## src/design/esbra_pkg.sv

```systemverilog
// shared types and constants for the exact-size block reuse allocator
// no dependencies; imported by esbra_table and exact_size_block_reuse_allocator
package esbra_pkg;

  // fixed field widths
  localparam int ADDR_W  = 32;
  localparam int SIZE_W  = 17;
  localparam int REQ_W   = 16;
  localparam int OFFS_W  = 25;
  localparam int DATA_W  = 32;
  localparam int PADDR_W = 3;

  // allocation granule, a power of two
  localparam int GRANULE_BYTES = 16;
  localparam logic [SIZE_W-1:0] GRAN_SIZE = SIZE_W'(GRANULE_BYTES);
  localparam logic [SIZE_W-1:0] GRAN_MASK = ~(GRAN_SIZE - SIZE_W'(1));

  // heap size after reset
  localparam logic [OFFS_W-1:0] HEAP_SIZE_RESET = OFFS_W'(16777216);

  // request codes
  localparam logic OP_ALLOC = 1'b0;
  localparam logic OP_FREE  = 1'b1;

  // register indexes, taken from paddr bit 2
  localparam logic REG_HEAP_BASE = 1'b0;
  localparam logic REG_HEAP_SIZE = 1'b1;

  // result status codes
  typedef enum logic [1:0] {
    ST_OK           = 2'd0,
    ST_NOT_FOUND    = 2'd1,
    ST_ALREADY_FREE = 2'd2,
    ST_NO_MEMORY    = 2'd3
  } status_t;

  // sequencer states
  typedef enum logic [1:0] {
    S_IDLE,
    S_SCAN,
    S_DONE
  } state_t;

  // one block table entry
  typedef struct packed {
    logic              is_free;
    logic [SIZE_W-1:0] size;
    logic [OFFS_W-1:0] offset;
  } entry_t;

endpackage

```

## src/design/exact_size_block_reuse_allocator.sv

```systemverilog
// top level of the exact-size block reuse allocator
// depends on esbra_pkg and esbra_table
//
// Usage: a request (op, req_size, block_addr) is taken on in_valid/in_ready.
// op allocate rounds req_size up to a multiple of 16 bytes (at least 16),
// reuses the first freed block of exactly that size in creation order, or
// else appends a table entry carved from a bump offset inside the heap.
// op free looks a block up by its start address and marks it free.
// Each request gives one result (status, result_addr, granted_size, reused)
// on out_valid/out_ready.
// heap_base and heap_size are to be written over the APB port only while
// idle; the block itself does not enforce this. The first matching entry
// ends the scan early. The table is scanned one entry a cycle through its
// single registered read port, and the next request is taken in the idle
// cycle after the result is loaded, so the block takes no new request
// before it is through with the last one.
// The result sits in an output register; a stalled receiver holds the
// next result back in the final step, and the block takes no new request
// until that result has been loaded.
// Reset empties the table, rewinds the carve offset to zero and sets
// heap_base to 0 and heap_size to 16 MiB; no clearing pass is needed.
module exact_size_block_reuse_allocator #(
  parameter int MAX_BLOCKS = 64
) (
  input  logic                            clk,
  input  logic                            rst,
  // request channel
  input  logic                            in_valid,
  output logic                            in_ready,
  input  logic                            op,
  input  logic [esbra_pkg::REQ_W-1:0]     req_size,
  input  logic [esbra_pkg::ADDR_W-1:0]    block_addr,
  // result channel
  output logic                            out_valid,
  input  logic                            out_ready,
  output logic [1:0]                      status,
  output logic [esbra_pkg::ADDR_W-1:0]    result_addr,
  output logic [esbra_pkg::SIZE_W-1:0]    granted_size,
  output logic                            reused,
  // configuration port
  input  logic                            psel,
  input  logic                            penable,
  input  logic                            pwrite,
  input  logic [esbra_pkg::PADDR_W-1:0]   paddr,
  input  logic [esbra_pkg::DATA_W-1:0]    pwdata,
  output logic [esbra_pkg::DATA_W-1:0]    prdata,
  output logic                            pready
);
  import esbra_pkg::*;

  localparam int IDX_W = $clog2(MAX_BLOCKS);
  localparam int CNT_W = $clog2(MAX_BLOCKS + 1);
  localparam logic [CNT_W-1:0] CNT_MAX = CNT_W'(MAX_BLOCKS);

  // control state
  state_t             state, state_next;
  logic [CNT_W-1:0]   entry_count;
  logic [OFFS_W-1:0]  carve_offset;
  logic [CNT_W-1:0]   scan;
  logic               rd_valid;
  logic               hit;
  logic [ADDR_W-1:0]  heap_base;
  logic [OFFS_W-1:0]  heap_size;

  // request payload and scan bookkeeping
  logic               op_r;
  logic [SIZE_W-1:0]  size_r;
  logic [ADDR_W-1:0]  addr_r;
  logic [IDX_W-1:0]   rd_pos;
  logic [IDX_W-1:0]   hit_idx;
  entry_t             hit_entry;

  // table port
  entry_t             rd_data;
  logic               rd_en;
  logic               wr_en;
  logic [IDX_W-1:0]   wr_addr;
  entry_t             wr_data;

  // datapath
  logic [SIZE_W-1:0]  size_round;
  logic [OFFS_W-1:0]  add_offset;
  logic [ADDR_W-1:0]  base_sum;
  logic               match;
  logic               cur_hit;
  logic [OFFS_W:0]    carve_sum;
  logic               room;
  logic               done_fire;
  logic               cfg_write;

  // result values loaded in the final step
  status_t            res_status;
  logic [ADDR_W-1:0]  res_addr;
  logic [SIZE_W-1:0]  res_size;
  logic               res_reused;
  logic               grow;

  esbra_table #(
    .DEPTH (MAX_BLOCKS)
  ) u_table (
    .clk   (clk),
    .we    (wr_en),
    .waddr (wr_addr),
    .wdata (wr_data),
    .re    (rd_en),
    .raddr (scan[IDX_W-1:0]),
    .rdata (rd_data)
  );

  // size rounding to the granule, zero gets one granule
  always_comb begin
    if (req_size == '0) begin
      size_round = GRAN_SIZE;
    end else begin
      size_round = ({1'b0, req_size} + (GRAN_SIZE - SIZE_W'(1))) & GRAN_MASK;
    end
  end

  // shared address adder: scanned entry, hit entry or carve point
  always_comb begin
    if (state == S_SCAN) begin
      add_offset = rd_data.offset;
    end else if (hit) begin
      add_offset = hit_entry.offset;
    end else begin
      add_offset = carve_offset;
    end
  end
  assign base_sum = heap_base + {{(ADDR_W-OFFS_W){1'b0}}, add_offset};

  // scan compare
  always_comb begin
    if (op_r == OP_FREE) begin
      match = (base_sum == addr_r);
    end else begin
      match = rd_data.is_free && (rd_data.size == size_r);
    end
  end
  assign cur_hit = (state == S_SCAN) && rd_valid && match;
  assign rd_en   = (state == S_SCAN) && (scan < entry_count) && !cur_hit;

  // room check for a fresh carve
  assign carve_sum = {1'b0, carve_offset} + {{(OFFS_W+1-SIZE_W){1'b0}}, size_r};
  assign room      = (entry_count != CNT_MAX) && (carve_sum <= {1'b0, heap_size});

  assign in_ready  = (state == S_IDLE);
  assign done_fire = (state == S_DONE) && (!out_valid || out_ready);

  // sequencer next state
  always_comb begin
    state_next = state;
    unique case (state)
      S_IDLE: begin
        if (in_valid) begin
          state_next = S_SCAN;
        end
      end
      S_SCAN: begin
        if (cur_hit || (!rd_en && !rd_valid)) begin
          state_next = S_DONE;
        end
      end
      S_DONE: begin
        if (done_fire) begin
          state_next = S_IDLE;
        end
      end
      default: begin
        state_next = S_IDLE;
      end
    endcase
  end

  // result and table update of the final step
  always_comb begin
    res_status = ST_OK;
    res_addr   = '0;
    res_size   = '0;
    res_reused = 1'b0;
    wr_en      = 1'b0;
    wr_addr    = hit_idx;
    wr_data    = hit_entry;
    grow       = 1'b0;
    priority if (op_r == OP_ALLOC && hit) begin
      res_addr        = base_sum;
      res_size        = size_r;
      res_reused      = 1'b1;
      wr_en           = done_fire;
      wr_data.is_free = 1'b0;
    end else if (op_r == OP_ALLOC && room) begin
      res_addr       = base_sum;
      res_size       = size_r;
      wr_en          = done_fire;
      wr_addr        = entry_count[IDX_W-1:0];
      wr_data.is_free = 1'b0;
      wr_data.size   = size_r;
      wr_data.offset = carve_offset;
      grow           = done_fire;
    end else if (op_r == OP_ALLOC) begin
      res_status = ST_NO_MEMORY;
    end else if (hit && hit_entry.is_free) begin
      res_status = ST_ALREADY_FREE;
      res_addr   = addr_r;
    end else if (hit) begin
      res_addr        = addr_r;
      res_size        = hit_entry.size;
      wr_en           = done_fire;
      wr_data.is_free = 1'b1;
    end else begin
      res_status = ST_NOT_FOUND;
    end
  end

  // sequencer and allocator state
  always_ff @(posedge clk) begin
    if (rst) begin
      state        <= S_IDLE;
      entry_count  <= '0;
      carve_offset <= '0;
      scan         <= '0;
      rd_valid     <= 1'b0;
      hit          <= 1'b0;
      out_valid    <= 1'b0;
    end else begin
      state    <= state_next;
      rd_valid <= rd_en;
      if (in_valid && in_ready) begin
        scan <= '0;
        hit  <= 1'b0;
      end else if (rd_en) begin
        scan <= scan + CNT_W'(1);
      end
      if (cur_hit) begin
        hit <= 1'b1;
      end
      if (grow) begin
        entry_count  <= entry_count + CNT_W'(1);
        carve_offset <= carve_sum[OFFS_W-1:0];
      end
      if (done_fire) begin
        out_valid <= 1'b1;
      end else if (out_ready) begin
        out_valid <= 1'b0;
      end
    end
  end

  // request payload, scan position and result register
  always_ff @(posedge clk) begin
    if (in_valid && in_ready) begin
      op_r   <= op;
      size_r <= size_round;
      addr_r <= block_addr;
    end
    rd_pos <= scan[IDX_W-1:0];
    if (cur_hit) begin
      hit_idx   <= rd_pos;
      hit_entry <= rd_data;
    end
    if (done_fire) begin
      status       <= res_status;
      result_addr  <= res_addr;
      granted_size <= res_size;
      reused       <= res_reused;
    end
  end

  // configuration registers
  assign pready    = 1'b1;
  assign cfg_write = psel && penable && pwrite;

  always_ff @(posedge clk) begin
    if (rst) begin
      heap_base <= '0;
      heap_size <= HEAP_SIZE_RESET;
    end else if (cfg_write) begin
      if (paddr[2] == REG_HEAP_BASE) begin
        heap_base <= pwdata;
      end else begin
        heap_size <= pwdata[OFFS_W-1:0];
      end
    end
  end

  // register read back
  always_comb begin
    if (paddr[2] == REG_HEAP_SIZE) begin
      prdata = {{(DATA_W-OFFS_W){1'b0}}, heap_size};
    end else begin
      prdata = heap_base;
    end
  end

endmodule

```

## src/design/esbra_table.sv

```systemverilog
// block table memory: one write port, one registered read port
// depends on esbra_pkg for the entry type
module esbra_table #(
  parameter int DEPTH = 64
) (
  input  logic                     clk,
  input  logic                     we,
  input  logic [$clog2(DEPTH)-1:0] waddr,
  input  esbra_pkg::entry_t        wdata,
  input  logic                     re,
  input  logic [$clog2(DEPTH)-1:0] raddr,
  output esbra_pkg::entry_t        rdata
);
  import esbra_pkg::*;

  entry_t mem [DEPTH];

  // write and registered read
  always_ff @(posedge clk) begin
    if (we) begin
      mem[waddr] <= wdata;
    end
    if (re) begin
      rdata <= mem[raddr];
    end
  end

endmodule
```

## config.mk

```make
export PLATFORM = sky130hd
export DESIGN_NAME = exact_size_block_reuse_allocator
export DESIGN_NICKNAME = d
export VERILOG_FILES = /design/src/design/esbra_pkg.sv /design/src/design/exact_size_block_reuse_allocator.sv /design/src/design/esbra_table.sv
export SDC_FILE = /design/constraint.sdc
export NUM_CORES = 2
export LEC_CHECK = 0
export ABC_CLOCK_PERIOD_IN_PS = 14750
export BUFFER_PORTS_ARGS = -buffer_cell sky130_fd_sc_hd__buf_2
export CELL_PAD_IN_SITES_DETAIL_PLACEMENT = 1
export CELL_PAD_IN_SITES_GLOBAL_PLACEMENT = 1
export CORE_ASPECT_RATIO = 0.5
export CORE_MARGIN = 3
export CORE_UTILIZATION = 32
export DETAILED_ROUTE_END_ITERATION = 10
export GPL_TIMING_DRIVEN = 0
export PLACE_DENSITY = 0.5
export SYNTH_ARGS = -nofsm -noshare
export SYNTH_HDL_FRONTEND = slang
export SYNTH_HIERARCHICAL = 1
export SYNTH_SLANG_ARGS = --single-unit
```

## constraint.sdc

```tcl
create_clock -name clk -period 14.75 [get_ports clk]
set_input_delay 0.7375 -clock clk [delete_from_list [all_inputs] [get_ports clk]]
set_output_delay 0.7375 -clock clk [all_outputs]
set_load 0.02 [all_outputs]
```

* After elaboration in Yosys (flattened, before gate mapping)
Memories as Yosys holds them, arrays and structs flattened. A register that Yosys moved wholly into a read port is not among the register bits. Cells that the tools add are included.
Word-level totals: memories 1, output and inout port bits 87, memory bits (writable) 2752, register bits 258, word-level logic and storage cells 113
Memory list:
- u_table.mem | depth 64, bits a word 43, rd ports 1, clocked after memory_dff 1, write ports 1, line esbra_table.sv:16 | entry_t mem [DEPTH];
Operators by class: magnitude comparators 2, muxes and demuxes 44, bitwise gates (word level) 2, $add $sub $neg 5, reduce and logical (&&, ||, !) cells 29, eq/ne operators 8
Operator list (number):
- 32-bit two-way mux | 6
- 17-bit two-way mux | 5
- 42-bit two-way mux | 2
- 25-bit two-way mux | 2
- 32-bit by 25-bit adder with 32-bit output | 1
- 32-bit == test | 1
- 25-bit by 17-bit adder with 26-bit output | 1
- 26-bit by 25-bit less-or-equal comparator with 1-bit output | 1
- 1-bit two-way mux | 21
- 16-bit by 4-bit adder with 17-bit output, second input constant | 1
- 17-bit == test | 1
- 16-bit zero test | 1
- 7-bit by 1-bit adder with 7-bit output, second input constant | 2
- 1-bit logical AND | 14
- 6-bit two-way mux | 2
- 2-bit two-way mux | 5
- 7-bit < comparator | 1
- 7-bit inequality test, second input constant | 1
- 2-bit case mux with 3 select lines | 1
- 1-bit zero test | 4
- 2-bit inequality test, second input constant | 2
- 2-bit AND reduction | 2
- 2-bit nonzero test | 2
- 2-bit OR reduction | 2
- 7 further kinds | 9

* Logic depth before layout (Yosys ltp)
depth after elaboration 13, depth in mapped cells 28, mapped depth without buffers 26

* Modules after synthesis
Netlist, hierarchy kept.
By module, submodules not included:
- esbra_table | area each 105824.0 µm², times used 1, cells each 4444
- exact_size_block_reuse_allocator | area each 14744.1 µm², times used 1, cells each 1547

* Worst setup path after synthesis
OpenSTA, ideal clock, no wires.
kind register -> register, start reg size_r[4], end mem u_table/mem[49][0] (netlist name) (enable), path slack 5.993 ns, data arrival time 8.261 ns, period minus slack after synthesis 8.757 ns, setup time 0.496 ns, buffers on the path 2, required time 14.254 ns, stages on the path, launching flop included 25, path through edfxtp_1 ha_1 fa_1 a21o_1 a21oi_1 o21bai_1 a21oi_1 nor2b_1 o21a_1 a2bb2oi_1 a41oi_1 nor2_1 xor2_1 ha_1 a21o_1 a21oi_1 o211ai_1 a211o_1 and2_1 a311o_1 clkbuf_1 clkbuf_1 o21ai_0 nand4_1 nor3_1
RTL lines:
- start: declaration | line exact_size_block_reuse_allocator.sv:67 | logic [SIZE_W-1:0] size_r;
- start signal: assignment | line exact_size_block_reuse_allocator.sv:252 | size_r <= size_round;
- 25-bit by 17-bit adder with 26-bit output | line exact_size_block_reuse_allocator.sv:143 | assign carve_sum = {1'b0, carve_offset} + {{(OFFS_W+1-SIZE_W){1'b0}}, size_r};
- via carve_sum[20] | line exact_size_block_reuse_allocator.sv:86 | logic [OFFS_W:0] carve_sum;
- 26-bit by 25-bit less-or-equal comparator with 1-bit output | line exact_size_block_reuse_allocator.sv:144 | assign room = (entry_count != CNT_MAX) && (carve_sum <= {1'b0, heap_size});
- 1-bit logical AND | line exact_size_block_reuse_allocator.sv:144
- 1-bit logical AND | line exact_size_block_reuse_allocator.sv:190 | end else if (op_r == OP_ALLOC && room) begin
- 6-bit two-way mux | line exact_size_block_reuse_allocator.sv:190
- 6-bit two-way mux | line exact_size_block_reuse_allocator.sv:184 | priority if (op_r == OP_ALLOC && hit) begin
- via wr_addr[0] | line exact_size_block_reuse_allocator.sv:77 | logic [IDX_W-1:0] wr_addr;
- end: declaration | line esbra_table.sv:16
The timed path passes the listed nets, and every way through them passes these cells.

* Worst setup path after layout
start reg size_r[4], end mem u_table/mem[38][29] (netlist name) (enable)
On the way: longest elaborated chain between the ends 8
RTL lines:
- 25-bit by 17-bit adder with 26-bit output | line exact_size_block_reuse_allocator.sv:143
- via carve_sum[20] | line exact_size_block_reuse_allocator.sv:86
- 26-bit by 25-bit less-or-equal comparator with 1-bit output | line exact_size_block_reuse_allocator.sv:144
- 1-bit logical AND | line exact_size_block_reuse_allocator.sv:144
- 1-bit logical AND | line exact_size_block_reuse_allocator.sv:190
- 1-bit two-way mux | line exact_size_block_reuse_allocator.sv:190
- 1-bit two-way mux | line exact_size_block_reuse_allocator.sv:184
- via wr_en | line exact_size_block_reuse_allocator.sv:76 | logic wr_en;
- 1-bit two-way mux | line esbra_table.sv:20 | if (we) begin
- 1-bit two-way mux (implied by the code) | line esbra_table.sv:21 | mem[waddr] <= wdata;
The timed path passes the listed nets, and every way through them passes these cells.

==> impl_metrics.toml <==
[floorplanning]
fp-row-count = 158
core_area_sq_um = 373000
die_h_microns = 440
start_util_pct = 32.3
io_pins = 178
dieWidth_microns = 874
dieArea_sq_um = 385000

[yosys]
synthesis.area_sq_um = 121000
ys_warn_count = 6
synth_top_area_share_pct = 73.3
synth_top_cells_by_area = "edfxtp_1 (73%), mux4_2 (14%), dfxtp_1 (1.7%)"
async_reset_ff_share_pct = 0
ys_ff_latch = 3045
synth_cell_types = 90
synth_cells = 5991
seq_area_frac_synth_pct = 75.0
yosysTopAreaCell = "edfxtp_1"
syn_nets = 6152
syn_area_per_cell_sq_um = 20.1
synth_edf_count = 2942
ys.flop_type = "edfxtp_1"

[route]
wl_per_cell_microns = 37.6
avgViaCountPerCell = 5.65
drtIter0Drc = 9597
drc = 0
vias = 67200
drt-total-wl_microns = 448000
ant_nets = 0
drt-pass1-iter-count = 5

[cts]
ctsRootBufferMaster = "clkbuf_16"
post-cts-setup-buffers = 0
worst_skew_pair.late_latency_ns = 0.92
path_clk_slew_ns = 0.06
cts_tree = "yes"
htree_levels = 5
cts-resized-gates = 0
cts_max_path_buffers = 4
cts_sinks = 3045
tritoncts.num_buffers = 305

[critical_path]
max_stage_delay_ns = 0.95
r2r_cells = 28
cp_slowest_cell = "nor2_4"
crit_cells = 28
timing.critical_path.buf_inv = 3
crit_family = "simple AND/OR/NAND/NOR gates"
end_kind = "register"
worst_ep_arrival_time_ns = 10.51
critPathKind = "register to register"
critical_path.startpoint_type = "register"
cp.required_ns = 15.34
critical_path_peak_fanout = 17

[finish]
area_delta_synth_final_pct = 17.9
final_cell_mix = "edfxtp_1 (2,942), mux4_2 (726), clkbuf_16 (316), buf_2 (276), nand2_1 (233)"
final_nets = 6847
fin_area_sq_um = 142000
drive_gt1_share_pct = 27.4
final_common_cell = "edfxtp_1"
fillCellCount = 35900

[timing]
timing.hold.ws_ns = 0.0686
max-slew-margin-rel_pct = -3.46
clock_skew_ns = 0.0769
slew_violations = 22
setup_viol = 0
finalHoldViolCount = 0
worst_slew_pin_slew_ns = 1.55
rsz0062_at_grt = "no"
finalCritPeriodShare_pct = 67.3
fin_crit_ns = 9.92
fmax_mhz = 101
fin_setup_tns_ns = 0

[grt]
grt_pass1_vias = 68000
antenna_found_initial = 37
grt_max_degree = 65
grt_overflow = 0
grtUsageTotal_pct = 22.8
grt_pass1_wl_microns = 600000

[power]
total_power_mw = 18.3
leakage_nw = 43.7
worst_ir_drop_vdd_v = 0.000101
power_density_nw_per_um2 = 129

[status]
run_status = "complete, but fails checks"
violations = "max-capacitance violations, max-slew violations"

[hold_path]
min_path_type = "primary input to register"
hold_depth = 1

[place]
placed_area_sq_um = 132000
port-buffer-count = 172
dp_hpwl_microns = 316000
gp_congestion = 0.857

[job]
drv_cap = 2
registers in the layout, summed over array words and instances (netlist names), 2 cells and up:
register       flops
hit_entry         43
carve_offset      21
hit_idx            6
heap_size         25
state              2
result_addr       32
size_r            13
u_table/rdata     43
status             2
granted_size      17
rd_pos             6
entry_count        7
u_table/mem     2752
scan               7
addr_r            32
heap_base         32
Yosys cell counts (6+ instances only):
library cell,instances
a21oi_1,219
inv_1,53
a31oi_1,8
nand3_1,37
xnor2_1,65
o22ai_1,145
buf_2,99
or4_1,12
mux4_2,726
nor4_1,18
o21ai_0,96
o31ai_1,11
ha_1,68
clkbuf_1,161
xor2_1,44
buf_6,11
nor2b_1,26
nand4_1,29
dfxtp_1,103
nand2_1,233
buf_1,36
nor2_1,265
nand3b_1,10
a21o_1,21
mux2i_1,102
nand4b_1,6
o21bai_1,11
mux2_2,125
a211oi_1,14
o21a_1,6
nor3_1,51
or3_1,9
a22o_1,21
buf_4,30
nand2b_1,22
edfxtp_1,2942
a211o_1,7
o221ai_1,33
and2_1,18
and3_1,8
kinds of logic (layout without fill, tap and decap cells):
logic type / count (synthesis) / count (layout) / share of synthesized area [%]
and+or+nand+nor: 776 / 776 / 3.01
buffers and inverters: 392 / 1324 / 1.49
adders and majority gates: 70 / 70 / 0.739
xor gates and xnor gates: 114 / 114 / 0.886
other: 1 / 7 / 0.00311
muxes: 953 / 953 / 15.6
DFF: 3045 / 3045 / 75.0
AOI/OAI and AO/OA: 640 / 640 / 3.31
worst paths after layout:
| check | from | to | slack [ns] |
|---|---|---|---|
| max | size_r[4]$_SDFFCE_PN1P_ | u_table/mem[38][29]$_DFFE_PP_ | 4.83 |
| max reg2reg | size_r[4]$_SDFFCE_PN1P_ | u_table/mem[38][29]$_DFFE_PP_ | 4.83 |
| min | block_addr[5] | addr_r[5]$_DFFE_PP_ | 0.07 |
| min reg2reg | rd_pos[2]$_DFF_P_ | hit_idx[2]$_DFFE_PP_ | 0.40 |
stage by stage:
stage               utilization, %  instances  setup WS, ns
CTS                           38.1      11900          4.91
finish                        38.1      11900          4.83
detailed placement            35.5      11300          4.92
floorplan                        -       5991          5.99
global placement              34.2      11100         -3.56
global route                  38.1      11900          4.34
power by group:
group	total [mW]	internal [mW]	switching, mW	leakage, nW
Combinational	0.809	0.195	0.614	11.3
Sequential	9.70	9.67	0.0336	27.6
Clock	7.76	4.36	3.40	4.68
what timing repair did:
item                                    in CTS  in global routing
endpoints found under the setup margin       0                  0
hold buffers                                14                  0
hold endpoints to repair                    14                  0
layer usage:
metal	GRT usage [%]	share of wire [%]	vias to the layer above
met5	0	0.0029	-
met4	5.28	2.6	2
met3	4.21	8.5	549
met2	35.5	45	3192
met1	33.2	43	37300
li1	-	-	26100
final cells by class:
cell class / count / area (sq um) / share of cell area (%)
Sequential cell: 3045 / 90400 / 63.6
Multi-Input combinational cell: 2554 / 29000 / 20.4
Clock buffer: 397 / 8230 / 5.79
Tap cell: 4960 / 6210 / 4.36
Timing Repair Buffer: 388 / 5180 / 3.64
Buffer: 339 / 1620 / 1.14
Clock inverter: 147 / 1350 / 0.951
Inverter: 53 / 199 / 0.140
Antenna cell: 6 / 15.0 / 0.0106
No activity file was read; power rests on OpenSTA's default activity.
